$ cat config.mk
export PLATFORM = sky130hd
export DESIGN_NAME = mean_face_flux_convergence_core_flat
export DESIGN_NICKNAME = d
export VERILOG_FILES = /design/src/rtl/core/mffc_pkg.sv /design/src/rtl/core/mffc_in_if.sv /design/src/rtl/core/mffc_out_if.sv /design/src/rtl/core/mean_face_flux_convergence_core.sv /design/src/flat_wrapper.sv
export SDC_FILE = /design/constraint.sdc
export NUM_CORES = 2
export LEC_CHECK = 0
export BUFFER_PORTS_ARGS = -buffer_cell sky130_fd_sc_hd__buf_4
export CAP_MARGIN = 30
export CORE_MARGIN = 2
export CORE_UTILIZATION = 64
export DETAILED_ROUTE_END_ITERATION = 7
export PLACE_DENSITY = 0.78
export SLEW_MARGIN = 20
export SYNTH_ARGS = -nofsm -noshare
export SYNTH_HDL_FRONTEND = slang
export SYNTH_SLANG_ARGS = --single-unit
$ cat constraint.sdc
create_clock -name clk -period 10.2 [get_ports clk]
set_input_delay 1.53 -clock clk [delete_from_list [all_inputs] [get_ports clk]]
set_output_delay 1.53 -clock clk [all_outputs]
set_load 0.1 [all_outputs]
$ cat src/rtl/core/mffc_pkg.sv
// Package for the mean face flux convergence core.
// Holds the sequencer state codes, divider operation codes and fixed widths.
// No dependencies; the core top level, mffc_out_if and the testbench use it by scoped names.
package mffc_pkg;

	localparam int COND_W    = 16;  // Q8.8 conductivity
	localparam int ACC_W     = 64;  // Q56.8 flux accumulator
	localparam int MEAN_W    = 40;  // Q32.8 mean flux
	localparam int CHG_W     = 32;  // Q16.16 relative change
	localparam int DIV_W     = 40;  // widest divisor: count or mean magnitude
	localparam int STEP_W    = 6;   // divider step counter
	localparam int CFG_IDX_W = 1;

	localparam logic [CFG_IDX_W-1:0] REG_SOLID = 1'b0;
	localparam logic [CFG_IDX_W-1:0] REG_FLUID = 1'b1;

	localparam logic [COND_W-1:0] COND_RESET = 16'd256;

	// Steps of the restoring divider: the conductivity numerator has 33 bits.
	localparam logic [STEP_W-1:0] COND_LAST_STEP = 6'd32;
	localparam logic [STEP_W-1:0] FULL_LAST_STEP = 6'd63;
	localparam int                COND_ALIGN     = 31;

	localparam logic [ACC_W-1:0]  MEAN_POS_LIMIT = 64'd549755813887;
	localparam logic [ACC_W-1:0]  MEAN_NEG_LIMIT = 64'd549755813888;
	localparam logic [MEAN_W-1:0] MEAN_POS_SAT   = 40'h7F_FFFF_FFFF;
	localparam logic [MEAN_W-1:0] MEAN_NEG_SAT   = 40'h80_0000_0000;
	localparam logic [ACC_W-1:0]  ACC_POS_SAT    = 64'h7FFF_FFFF_FFFF_FFFF;
	localparam logic [ACC_W-1:0]  ACC_NEG_SAT    = 64'h8000_0000_0000_0000;

	typedef logic [DIV_W-1:0] div_t;
	typedef logic [ACC_W-1:0] dvd_t;

	typedef enum logic [10:0] {
		S_IDLE     = 11'b000_0000_0001,
		S_CMUL     = 11'b000_0000_0010,
		S_CDIV_LD  = 11'b000_0000_0100,
		S_DIV      = 11'b000_0000_1000,
		S_FMUL     = 11'b000_0001_0000,
		S_ACC      = 11'b000_0010_0000,
		S_MEAN_LD  = 11'b000_0100_0000,
		S_MEAN_FIX = 11'b000_1000_0000,
		S_CHG_LD   = 11'b001_0000_0000,
		S_CHG_FIX  = 11'b010_0000_0000,
		S_OUT      = 11'b100_0000_0000
	} state_t;

	typedef enum logic [1:0] {
		OP_COND = 2'd0,
		OP_MEAN = 2'd1,
		OP_CHG  = 2'd2
	} div_op_t;

endpackage

$ cat src/rtl/core/mffc_in_if.sv
// Input channel of the mean face flux convergence core: one voxel pair a beat.
// Carries valid, ready and the pair fields; no package dependency.
interface mffc_in_if #(
	parameter int TEMP_BITS = 24
);
	logic                        valid;
	logic                        ready;
	logic                        upper_is_solid;
	logic                        lower_is_solid;
	logic signed [TEMP_BITS-1:0] upper_temperature;
	logic signed [TEMP_BITS-1:0] lower_temperature;
	logic                        last_pair;
	logic                        track_change;

	modport source (
		output valid, upper_is_solid, lower_is_solid, upper_temperature,
		       lower_temperature, last_pair, track_change,
		input  ready
	);

	modport sink (
		input  valid, upper_is_solid, lower_is_solid, upper_temperature,
		       lower_temperature, last_pair, track_change,
		output ready
	);
endinterface

$ cat src/rtl/core/mffc_out_if.sv
// Result channel of the mean face flux convergence core: one pass result a beat.
// Field widths come from mffc_pkg.
interface mffc_out_if;
	logic                               valid;
	logic                               ready;
	logic signed [mffc_pkg::MEAN_W-1:0] mean_flux;
	logic        [mffc_pkg::CHG_W-1:0]  relative_change;
	logic                               empty_set;
	logic                               sum_saturated;

	modport source (
		output valid, mean_flux, relative_change, empty_set, sum_saturated,
		input  ready
	);

	modport sink (
		input  valid, mean_flux, relative_change, empty_set, sum_saturated,
		output ready
	);
endinterface

$ cat src/rtl/core/mean_face_flux_convergence_core.sv
// Mean face flux convergence core: top level, sequencer and shared units.
// Depends on mffc_pkg, mffc_in_if and mffc_out_if.
//
// Use: each beat on pair_in is one vertical voxel pair. The core works out the
// face conductivity (the shared value for a like pair, the rounded harmonic
// mean for a mixed pair), multiplies it by the temperature drop and adds the
// product into a saturating 64-bit accumulator while counting the pairs. The
// beat marked last_pair closes the pass: one beat then appears on result_out
// with the rounded mean flux and, when track_change is set, the relative change
// against the stored previous mean, which is then replaced.
// A mixed pair takes longer than a like pair, since the harmonic mean runs
// 33 steps of the shared restoring divider. The last pair adds the 64-step
// mean division, and the change division when the change is tracked and the
// mean is not zero. pair_in.ready is high only between items.
// One multiplier serves both the conductivity product and the flux product.
// A finished result sits in the output register; while the receiver stalls,
// the core keeps taking pairs and holds only when a second result is ready.
// Reset clears the pass state, the previous mean and the output valid, and
// loads both conductivities with 1.0. cfg_we writes a conductivity at once.
module mean_face_flux_convergence_core #(
	parameter int COUNT_BITS = 24,
	parameter int TEMP_BITS  = 24
) (
	input  logic                              clk,
	input  logic                              arst_n,
	input  logic                              cfg_we,
	input  logic [mffc_pkg::CFG_IDX_W-1:0]    cfg_index,
	input  logic [mffc_pkg::COND_W-1:0]       cfg_data,
	mffc_in_if.sink                           pair_in,
	mffc_out_if.source                        result_out
);

	localparam int DW = TEMP_BITS + 1;          // temperature difference
	localparam int MA = mffc_pkg::COND_W + 1;   // signed conductivity operand
	localparam int PW = DW + MA;                // product
	localparam int CW = COUNT_BITS + 1;         // pair count, holds 2^COUNT_BITS
	localparam int AW = mffc_pkg::ACC_W;
	localparam int MW = mffc_pkg::MEAN_W;
	localparam int KW = mffc_pkg::COND_W;
	localparam int VW = mffc_pkg::DIV_W;
	localparam logic [CW-1:0] CNT_MAX = CW'(1) << COUNT_BITS;

	// Configuration registers.
	logic [KW-1:0] solid_q, fluid_q;

	// Latched pair.
	logic                 up_solid_q, lo_solid_q, last_q, track_q;
	logic [TEMP_BITS-1:0] up_temp_q, lo_temp_q;

	// Sequencer and working registers.
	mffc_pkg::state_t  state_q;
	mffc_pkg::div_op_t op_q;
	logic [KW-1:0]     k_q;
	logic signed [PW-1:0] prod_q;
	logic [AW-1:0]     acc_q;
	logic [CW-1:0]     cnt_q;
	logic              sat_q;
	logic [MW-1:0]     mean_q, prev_q;
	logic              empty_q;
	logic [mffc_pkg::CHG_W-1:0] chg_q;

	// Shared divider.
	mffc_pkg::div_t         den_q, rem_q, rem_nxt;
	mffc_pkg::dvd_t         quo_q, quo_nxt;
	logic [mffc_pkg::STEP_W-1:0] step_q;
	logic [VW:0]            trial;
	logic                   div_ge;

	// Output register.
	logic                 out_vld_q;
	logic [MW-1:0]        out_mean_q;
	logic [mffc_pkg::CHG_W-1:0] out_chg_q;
	logic                 out_empty_q, out_sat_q;

	// Combinational helpers.
	logic [KW-1:0]        cond_a, cond_b;
	logic [KW:0]          cond_sum;
	logic signed [DW-1:0] temp_diff;
	logic signed [MA-1:0] mul_a;
	logic signed [DW-1:0] mul_b;
	logic signed [PW-1:0] mul_p;
	logic [32:0]          cond_dvd;
	logic [AW:0]          acc_sum;
	logic [AW-1:0]        acc_mag;
	logic [AW-1:0]        mean_q1;
	logic                 mean_round;
	logic signed [MW:0]   mean_delta;
	logic [MW:0]          delta_mag;
	logic [MW-1:0]        mean_mag;
	logic                 in_go, out_go;

	assign cond_a   = up_solid_q ? solid_q : fluid_q;
	assign cond_b   = lo_solid_q ? solid_q : fluid_q;
	assign cond_sum = {1'b0, cond_a} + {1'b0, cond_b};

	assign temp_diff = $signed({up_temp_q[TEMP_BITS-1], up_temp_q})
	                 - $signed({lo_temp_q[TEMP_BITS-1], lo_temp_q});

	// The one multiplier: a*b while finding the harmonic mean, k*dT otherwise.
	always_comb begin
		if (state_q == mffc_pkg::S_CMUL) begin
			mul_a = $signed({1'b0, cond_a});
			mul_b = $signed(DW'(cond_b));
		end else begin
			mul_a = $signed({1'b0, k_q});
			mul_b = temp_diff;
		end
	end
	assign mul_p = mul_a * mul_b;

	// 2ab + (a+b)/2; a*b stays below 2^32.
	assign cond_dvd = {prod_q[31:0], 1'b0} + 33'(cond_sum[KW:1]);

	// One restoring divider step.
	assign trial   = {rem_q, quo_q[AW-1]};
	assign div_ge  = trial >= {1'b0, den_q};
	assign rem_nxt = div_ge ? VW'(trial - {1'b0, den_q}) : trial[VW-1:0];
	assign quo_nxt = {quo_q[AW-2:0], div_ge};

	assign acc_sum = {acc_q[AW-1], acc_q} + {{(AW + 1 - PW){prod_q[PW-1]}}, prod_q};
	assign acc_mag = acc_q[AW-1] ? AW'(0 - acc_q) : acc_q;

	// Round to nearest, ties away from zero: 2r >= count.
	assign mean_round = {rem_q, 1'b0} >= {1'b0, den_q};
	assign mean_q1    = quo_q + AW'(mean_round);

	assign mean_delta = $signed({mean_q[MW-1], mean_q}) - $signed({prev_q[MW-1], prev_q});
	assign delta_mag  = mean_delta[MW] ? (MW + 1)'(0 - mean_delta) : mean_delta;
	assign mean_mag   = mean_q[MW-1] ? MW'(0 - mean_q) : mean_q;

	assign pair_in.ready = state_q == mffc_pkg::S_IDLE;
	assign in_go  = pair_in.valid && pair_in.ready;
	assign out_go = (state_q == mffc_pkg::S_OUT) && (!out_vld_q || result_out.ready);

	// Configuration writes.
	always_ff @(posedge clk or negedge arst_n) begin
		if (!arst_n) begin
			solid_q <= mffc_pkg::COND_RESET;
			fluid_q <= mffc_pkg::COND_RESET;
		end else if (cfg_we) begin
			case (cfg_index)
				mffc_pkg::REG_SOLID: solid_q <= cfg_data;
				mffc_pkg::REG_FLUID: fluid_q <= cfg_data;
				default: ;
			endcase
		end
	end

	// Pair latch; payload needs no reset.
	always_ff @(posedge clk) begin
		if (in_go) begin
			up_solid_q <= pair_in.upper_is_solid;
			lo_solid_q <= pair_in.lower_is_solid;
			up_temp_q  <= pair_in.upper_temperature;
			lo_temp_q  <= pair_in.lower_temperature;
			last_q     <= pair_in.last_pair;
			track_q    <= pair_in.track_change;
		end
	end

	// Sequencer with the pass state.
	always_ff @(posedge clk or negedge arst_n) begin
		if (!arst_n) begin
			state_q <= mffc_pkg::S_IDLE;
			acc_q   <= '0;
			cnt_q   <= '0;
			sat_q   <= 1'b0;
			prev_q  <= '0;
		end else begin
			case (state_q)
				mffc_pkg::S_IDLE: begin
					if (in_go) begin
						if (pair_in.upper_is_solid != pair_in.lower_is_solid) begin
							state_q <= mffc_pkg::S_CMUL;
						end else begin
							state_q <= mffc_pkg::S_FMUL;
						end
					end
				end
				mffc_pkg::S_CMUL: begin
					state_q <= mffc_pkg::S_CDIV_LD;
				end
				mffc_pkg::S_CDIV_LD: begin
					if (cond_sum == '0) begin
						state_q <= mffc_pkg::S_FMUL;
					end else begin
						state_q <= mffc_pkg::S_DIV;
					end
				end
				mffc_pkg::S_DIV: begin
					if (step_q == '0) begin
						case (op_q)
							mffc_pkg::OP_COND: state_q <= mffc_pkg::S_FMUL;
							mffc_pkg::OP_MEAN: state_q <= mffc_pkg::S_MEAN_FIX;
							mffc_pkg::OP_CHG:  state_q <= mffc_pkg::S_CHG_FIX;
							default:           state_q <= mffc_pkg::S_IDLE;
						endcase
					end
				end
				mffc_pkg::S_FMUL: begin
					state_q <= mffc_pkg::S_ACC;
				end
				mffc_pkg::S_ACC: begin
					if (acc_sum[AW] != acc_sum[AW-1]) begin
						acc_q <= acc_sum[AW] ? mffc_pkg::ACC_NEG_SAT : mffc_pkg::ACC_POS_SAT;
						sat_q <= 1'b1;
					end else begin
						acc_q <= acc_sum[AW-1:0];
					end
					if (cnt_q != CNT_MAX) begin
						cnt_q <= cnt_q + CW'(1);
					end
					state_q <= last_q ? mffc_pkg::S_MEAN_LD : mffc_pkg::S_IDLE;
				end
				mffc_pkg::S_MEAN_LD: begin
					state_q <= (cnt_q == '0) ? mffc_pkg::S_CHG_LD : mffc_pkg::S_DIV;
				end
				mffc_pkg::S_MEAN_FIX: begin
					state_q <= mffc_pkg::S_CHG_LD;
				end
				mffc_pkg::S_CHG_LD: begin
					if (track_q && mean_q != '0) begin
						state_q <= mffc_pkg::S_DIV;
					end else begin
						state_q <= mffc_pkg::S_OUT;
					end
				end
				mffc_pkg::S_CHG_FIX: begin
					state_q <= mffc_pkg::S_OUT;
				end
				mffc_pkg::S_OUT: begin
					if (out_go) begin
						if (track_q) begin
							prev_q <= mean_q;
						end
						acc_q   <= '0;
						cnt_q   <= '0;
						sat_q   <= 1'b0;
						state_q <= mffc_pkg::S_IDLE;
					end
				end
				default: state_q <= mffc_pkg::S_IDLE;
			endcase
		end
	end

	// Working registers of the multiplier, the divider and the result.
	always_ff @(posedge clk) begin
		case (state_q)
			mffc_pkg::S_IDLE: begin
				k_q <= pair_in.upper_is_solid ? solid_q : fluid_q;
			end
			mffc_pkg::S_CMUL: begin
				prod_q <= mul_p;
			end
			mffc_pkg::S_CDIV_LD: begin
				// A mixed pair whose conductivities are both zero conducts nothing.
				k_q    <= '0;
				op_q   <= mffc_pkg::OP_COND;
				den_q  <= mffc_pkg::div_t'(cond_sum);
				rem_q  <= '0;
				quo_q  <= {cond_dvd, {mffc_pkg::COND_ALIGN{1'b0}}};
				step_q <= mffc_pkg::COND_LAST_STEP;
			end
			mffc_pkg::S_DIV: begin
				rem_q  <= rem_nxt;
				quo_q  <= quo_nxt;
				step_q <= step_q - mffc_pkg::STEP_W'(1);
				if (op_q == mffc_pkg::OP_COND) begin
					k_q <= quo_nxt[KW-1:0];
				end
			end
			mffc_pkg::S_FMUL: begin
				prod_q <= mul_p;
			end
			mffc_pkg::S_MEAN_LD: begin
				empty_q <= cnt_q == '0;
				mean_q  <= '0;
				op_q    <= mffc_pkg::OP_MEAN;
				den_q   <= mffc_pkg::div_t'(cnt_q);
				rem_q   <= '0;
				quo_q   <= acc_mag;
				step_q  <= mffc_pkg::FULL_LAST_STEP;
			end
			mffc_pkg::S_MEAN_FIX: begin
				if (acc_q[AW-1]) begin
					mean_q <= (mean_q1 > mffc_pkg::MEAN_NEG_LIMIT) ? mffc_pkg::MEAN_NEG_SAT
					                                               : MW'(0 - mean_q1);
				end else begin
					mean_q <= (mean_q1 > mffc_pkg::MEAN_POS_LIMIT) ? mffc_pkg::MEAN_POS_SAT
					                                               : mean_q1[MW-1:0];
				end
			end
			mffc_pkg::S_CHG_LD: begin
				chg_q  <= '0;
				op_q   <= mffc_pkg::OP_CHG;
				den_q  <= mean_mag;
				rem_q  <= '0;
				quo_q  <= AW'({delta_mag, 16'd0}) + AW'(mean_mag[MW-1:1]);
				step_q <= mffc_pkg::FULL_LAST_STEP;
			end
			mffc_pkg::S_CHG_FIX: begin
				chg_q <= (|quo_q[AW-1:mffc_pkg::CHG_W]) ? '1 : quo_q[mffc_pkg::CHG_W-1:0];
			end
			default: ;
		endcase
	end

	// Output register: a result waits here while the receiver stalls.
	always_ff @(posedge clk or negedge arst_n) begin
		if (!arst_n) begin
			out_vld_q <= 1'b0;
		end else if (out_go) begin
			out_vld_q <= 1'b1;
		end else if (result_out.ready) begin
			out_vld_q <= 1'b0;
		end
	end

	always_ff @(posedge clk) begin
		if (out_go) begin
			out_mean_q  <= mean_q;
			out_chg_q   <= chg_q;
			out_empty_q <= empty_q;
			out_sat_q   <= sat_q;
		end
	end

	assign result_out.valid           = out_vld_q;
	assign result_out.mean_flux       = $signed(out_mean_q);
	assign result_out.relative_change = out_chg_q;
	assign result_out.empty_set       = out_empty_q;
	assign result_out.sum_saturated   = out_sat_q;

	// The partial remainder of the divider always stays below the divisor.
	a_div_rem: assert property (@(posedge clk) disable iff (!arst_n)
		(state_q == mffc_pkg::S_DIV) |-> (rem_q < den_q))
		else $error("divider remainder not below divisor");

	// The pair count never passes its hold value.
	a_cnt_hold: assert property (@(posedge clk) disable iff (!arst_n)
		cnt_q <= CNT_MAX)
		else $error("pair count beyond its limit");

	// Handing over a result clears the pass state.
	a_pass_clear: assert property (@(posedge clk) disable iff (!arst_n)
		out_go |=> (cnt_q == '0 && acc_q == '0 && !sat_q))
		else $error("pass state not cleared after result");

	// A result appears only from the hand-over state.
	a_out_source: assert property (@(posedge clk) disable iff (!arst_n)
		$rose(out_vld_q) |-> $past(state_q == mffc_pkg::S_OUT))
		else $error("result valid without hand-over");

endmodule

$ cat src/flat_wrapper.sv
// flat-port wrapper written by rule: the top's interface ports become plain ports
module mean_face_flux_convergence_core_flat 
#(
	parameter int COUNT_BITS = 24,
	parameter int TEMP_BITS  = 24
)
  (clk, arst_n, cfg_we, cfg_index, cfg_data, pair_in_valid, pair_in_upper_is_solid, pair_in_lower_is_solid, pair_in_upper_temperature, pair_in_lower_temperature, pair_in_last_pair, pair_in_track_change, pair_in_ready, result_out_valid, result_out_mean_flux, result_out_relative_change, result_out_empty_set, result_out_sum_saturated, result_out_ready);
  mffc_in_if #(.TEMP_BITS(TEMP_BITS)) pair_in_i ();
  mffc_out_if result_out_i ();
  input  logic clk;
  input  logic arst_n;
  input  logic cfg_we;
  input  logic [mffc_pkg::CFG_IDX_W-1:0] cfg_index;
  input  logic [mffc_pkg::COND_W-1:0] cfg_data;
  input wire logic [$bits(pair_in_i.valid)-1:0] pair_in_valid;
  input wire logic [$bits(pair_in_i.upper_is_solid)-1:0] pair_in_upper_is_solid;
  input wire logic [$bits(pair_in_i.lower_is_solid)-1:0] pair_in_lower_is_solid;
  input wire logic [$bits(pair_in_i.upper_temperature)-1:0] pair_in_upper_temperature;
  input wire logic [$bits(pair_in_i.lower_temperature)-1:0] pair_in_lower_temperature;
  input wire logic [$bits(pair_in_i.last_pair)-1:0] pair_in_last_pair;
  input wire logic [$bits(pair_in_i.track_change)-1:0] pair_in_track_change;
  output wire logic [$bits(pair_in_i.ready)-1:0] pair_in_ready;
  output wire logic [$bits(result_out_i.valid)-1:0] result_out_valid;
  output wire logic [$bits(result_out_i.mean_flux)-1:0] result_out_mean_flux;
  output wire logic [$bits(result_out_i.relative_change)-1:0] result_out_relative_change;
  output wire logic [$bits(result_out_i.empty_set)-1:0] result_out_empty_set;
  output wire logic [$bits(result_out_i.sum_saturated)-1:0] result_out_sum_saturated;
  input wire logic [$bits(result_out_i.ready)-1:0] result_out_ready;
  assign pair_in_i.valid = pair_in_valid;
  assign pair_in_i.upper_is_solid = pair_in_upper_is_solid;
  assign pair_in_i.lower_is_solid = pair_in_lower_is_solid;
  assign pair_in_i.upper_temperature = pair_in_upper_temperature;
  assign pair_in_i.lower_temperature = pair_in_lower_temperature;
  assign pair_in_i.last_pair = pair_in_last_pair;
  assign pair_in_i.track_change = pair_in_track_change;
  assign pair_in_ready = pair_in_i.ready;
  assign result_out_valid = result_out_i.valid;
  assign result_out_mean_flux = result_out_i.mean_flux;
  assign result_out_relative_change = result_out_i.relative_change;
  assign result_out_empty_set = result_out_i.empty_set;
  assign result_out_sum_saturated = result_out_i.sum_saturated;
  assign result_out_i.ready = result_out_ready;
  mean_face_flux_convergence_core #(.COUNT_BITS(COUNT_BITS), .TEMP_BITS(TEMP_BITS)) u_core (.clk(clk), .arst_n(arst_n), .cfg_we(cfg_we), .cfg_index(cfg_index), .cfg_data(cfg_data), .pair_in(pair_in_i), .result_out(result_out_i));
endmodule
==> run summary <==
Status: completed
Library cells used by synthesis: 92
Worst-path clk slew: 0.06 ns
Final setup fails: 0
Share of the synthesized area in the top cell type: 0.221
CP Launch Type: flop
Post-synth EDFFs: 409
PnR worst setup slack: 0.409 ns
Initial antenna violation count: 1
Metal2 WL: 79900 um
Uppermost routed layer: met4
Setup Skew: 0.0500 ns
Top_reg_cell synth: edfxtp_1
Clk_lat worst skew: 0.66 ns
DRT Wirelength: 172000 um
Hold Crit Class: reg -> reg
Iter 0 DRT Violations: 4778
First-pass GRT wire length: 264000 um
Mapped Cells: 6032
TritonRoute pass-1 iters: 6
DRC viols: 0
Largest net degree at the start of global routing: 96
Number of CTS-inserted buffers: 70
Hold Vio Cnt, Final: 0
Max-cap violations: 0
M1 wire length: 62800 um
Die area: 0.0892 mm2
Post-Syn Nets: 6840
CTS tree: built
Layout Nets: 6941
Async SR Flop Fraction: 0.298
FF+latch count, synth: 583
Cell area after synthesis: 0.0556 mm2
Slew Limit Fails: 0
Number of global-route vias before repair: 45950
Overall Global Routing Usage: 0.386
IO Pins: 150
Hold-fix buffers, CTS: 0
Area contributors post-synth: edfxtp_1 22%, fa_1 14%, dfrtp_1 7.7%, ha_1 7.6%, xnor2_1 4.8%
Clock Tree Root: clkbuf_16
Vias/cell: 6.35
Slowest stage cell on the critical path: fa_2
Port bufs: 149
Final period util: 0.960
Tmin final: 9.79 ns
Routed via count: 46683
Final HPWL DP: 133000 um
Die Y: 299 um
Sequential fraction of the synthesis area: 0.299
Congestion Overflow GR: 0
Top-count cell post-synth: inv_1
Worst EP required: 10.59 ns
Share of cells above drive strength 1: 0.0945
Routed Antenna Nets: 0
Type of destination of the critical path: flop
Worst setup path class: reg -> reg
Setup slack at placement: -0.0809 ns
Metal3 WL: 15200 um
Critical Path Max Stage Delay: 0.63 ns
Max_slew headroom: 0.292
CTS H-tree lvls: 3
Area grow syn2layout: 9.70%
Mapped Avg Cell Area: 9.22 um2
Yosys warns: 0
Post-synth top cells: 677 x inv_1, 647 x nand2_1, 441 x nor2_1
Initial core utilization: 0.643
Clock buffer depth: 3
Wire length per cell: 23.4 um
Highest clock rate: 102 MHz
Sinks on Clock Net: 583
Worst Max-Slew Pin Slew: 1.06 ns
Crit path max fanout: 9
Fill count: 6643
CP Data Arrival Time: 10.18 ns
Number of core rows: 108
Synth area leader: edfxtp_1
Chip width: 299 um
Core Region: 0.0865 mm2
GPL Wtd Cong: 1.02
Cell repeated most along the worst path: fa_1
==> per-layer routing <==
layer	vias up	global-route usage
met2	2307	0.630
li1	21122	-
met1	22646	0.467
met5	-	0
met4	0	0.263
met3	608	0.0736
==> worst max-delay path, delay by kind of cell, from the launching register on <==
family / cells / cell delay (ns)
adders and majority gates: 9 / 4.31
AOI/OAI and AO/OA: 14 / 3.01
buffers and inverters: 7 / 0.94
and+or+nand+nor: 6 / 0.83
DFF: 1 / 0.37
xor gates and xnor gates: 1 / 0.08
==> cells by family (layout without fill, tap and decap cells) <==
logic type,after synthesis,after routing,synth area share
XOR/XNOR,493,493,0.0777
flip-flops,583,583,0.299
adder cells (fa/ha/maj),734,734,0.219
AO/OA/AOI/OAI,1282,1282,0.153
multiplexers,131,131,0.0259
AND/OR/NAND/NOR,1884,1884,0.163
buffers and inverters,925,1083,0.0626
other,0,4,0
==> final cells by class <==
| cell class | count | area (um2) | area share |
|---|---|---|---|
| clock inverters | 43 | 619 | 0.0102 |
| clock buffers | 86 | 1870 | 0.0307 |
| flip-flops and latches | 583 | 16600 | 0.273 |
| inverters | 677 | 2550 | 0.0418 |
| multi-input cells | 4524 | 35700 | 0.585 |
| diodes | 4 | 10.0 | 0.000164 |
| well taps | 1155 | 1450 | 0.0237 |
| repair buffers | 277 | 2190 | 0.0359 |
==> registers in the layout, indices dropped and copies added, names as in the netlist, 24 cells and up <==
register	cells
u_core.quo_q	64
u_core.prod_q	42
u_core.result_out.relative_change	32
u_core.chg_q	32
u_core.prev_q	40
u_core.lo_temp_q	24
u_core.up_temp_q	24
u_core.mean_q	40
u_core.acc_q	64
u_core.cnt_q	25
u_core.den_q	40
u_core.rem_q	40
u_core.result_out.mean_flux	40
==> layout by cell type, fill, tap and decap left out, types with 39 or more instances in the layout <==
master     instances
ha_1             336
nand2b_1          54
nor3_1            95
nand3_1          137
a21oi_1          305
a211oi_1          39
xnor2_1          302
inv_1            673
nand4_1           48
and2_1            89
clkbuf_16         70
nor2b_1           55
a21o_1           137
nand2_1          644
buf_4            264
fa_1             397
dfrtp_1          170
o21a_1            64
mux2_2           102
and3_1            45
edfxtp_1         409
o31ai_1           41
o21bai_1          41
o21ai_0          254
o211ai_1          77
nor2_1           437
or3_1             66
xor2_1           189
==> final timing paths <==
kind                                     startpoint                                    end  slack, ns  depth (start not counted)
worst min register to register     u_core.chg_q[27]  u_core.result_out.relative_change[27]       0.42                          0
worst max register to register  u_core.lo_temp_q[0]                      u_core.prod_q[41]       0.41                         37
worst min-delay path               u_core.chg_q[27]  u_core.result_out.relative_change[27]       0.42                          0
max in group asynchronous                    arst_n                       u_core.acc_q[63]       7.23                          3
min in group asynchronous                    arst_n                       u_core.prev_q[6]       0.96                          1
worst max-delay path            u_core.lo_temp_q[0]                      u_core.prod_q[41]       0.41                         37
==> stage by stage <==
step                      utilization  TNS, ns  std cells  hold WS (ns)  area (um2)
after floorplan                     -        0       6032         0.400       55600
after global routing            0.705   -0.123       7345         0.425       61000
after global placement          0.673        0       7201         0.403       58200
after detailed placement        0.674  -0.0809       7206         0.405       58300
after CTS                       0.703        0       7335         0.419       60800
final                           0.705        0       7349         0.417       61000
==> repair_timing <==
| action | 4_1_cts | 5_1_grt |
|---|---|---|
| setup buffers | 0 | 6 |
| endpoints found under the setup margin | 3 | 8 |
| pin swaps | 0 | 8 |
| resized for setup | 4 | 31 |
Power is left out: the tool's default activity adds up to more than one toggle a clock period on the data nets, which glitch-free logic cannot reach.
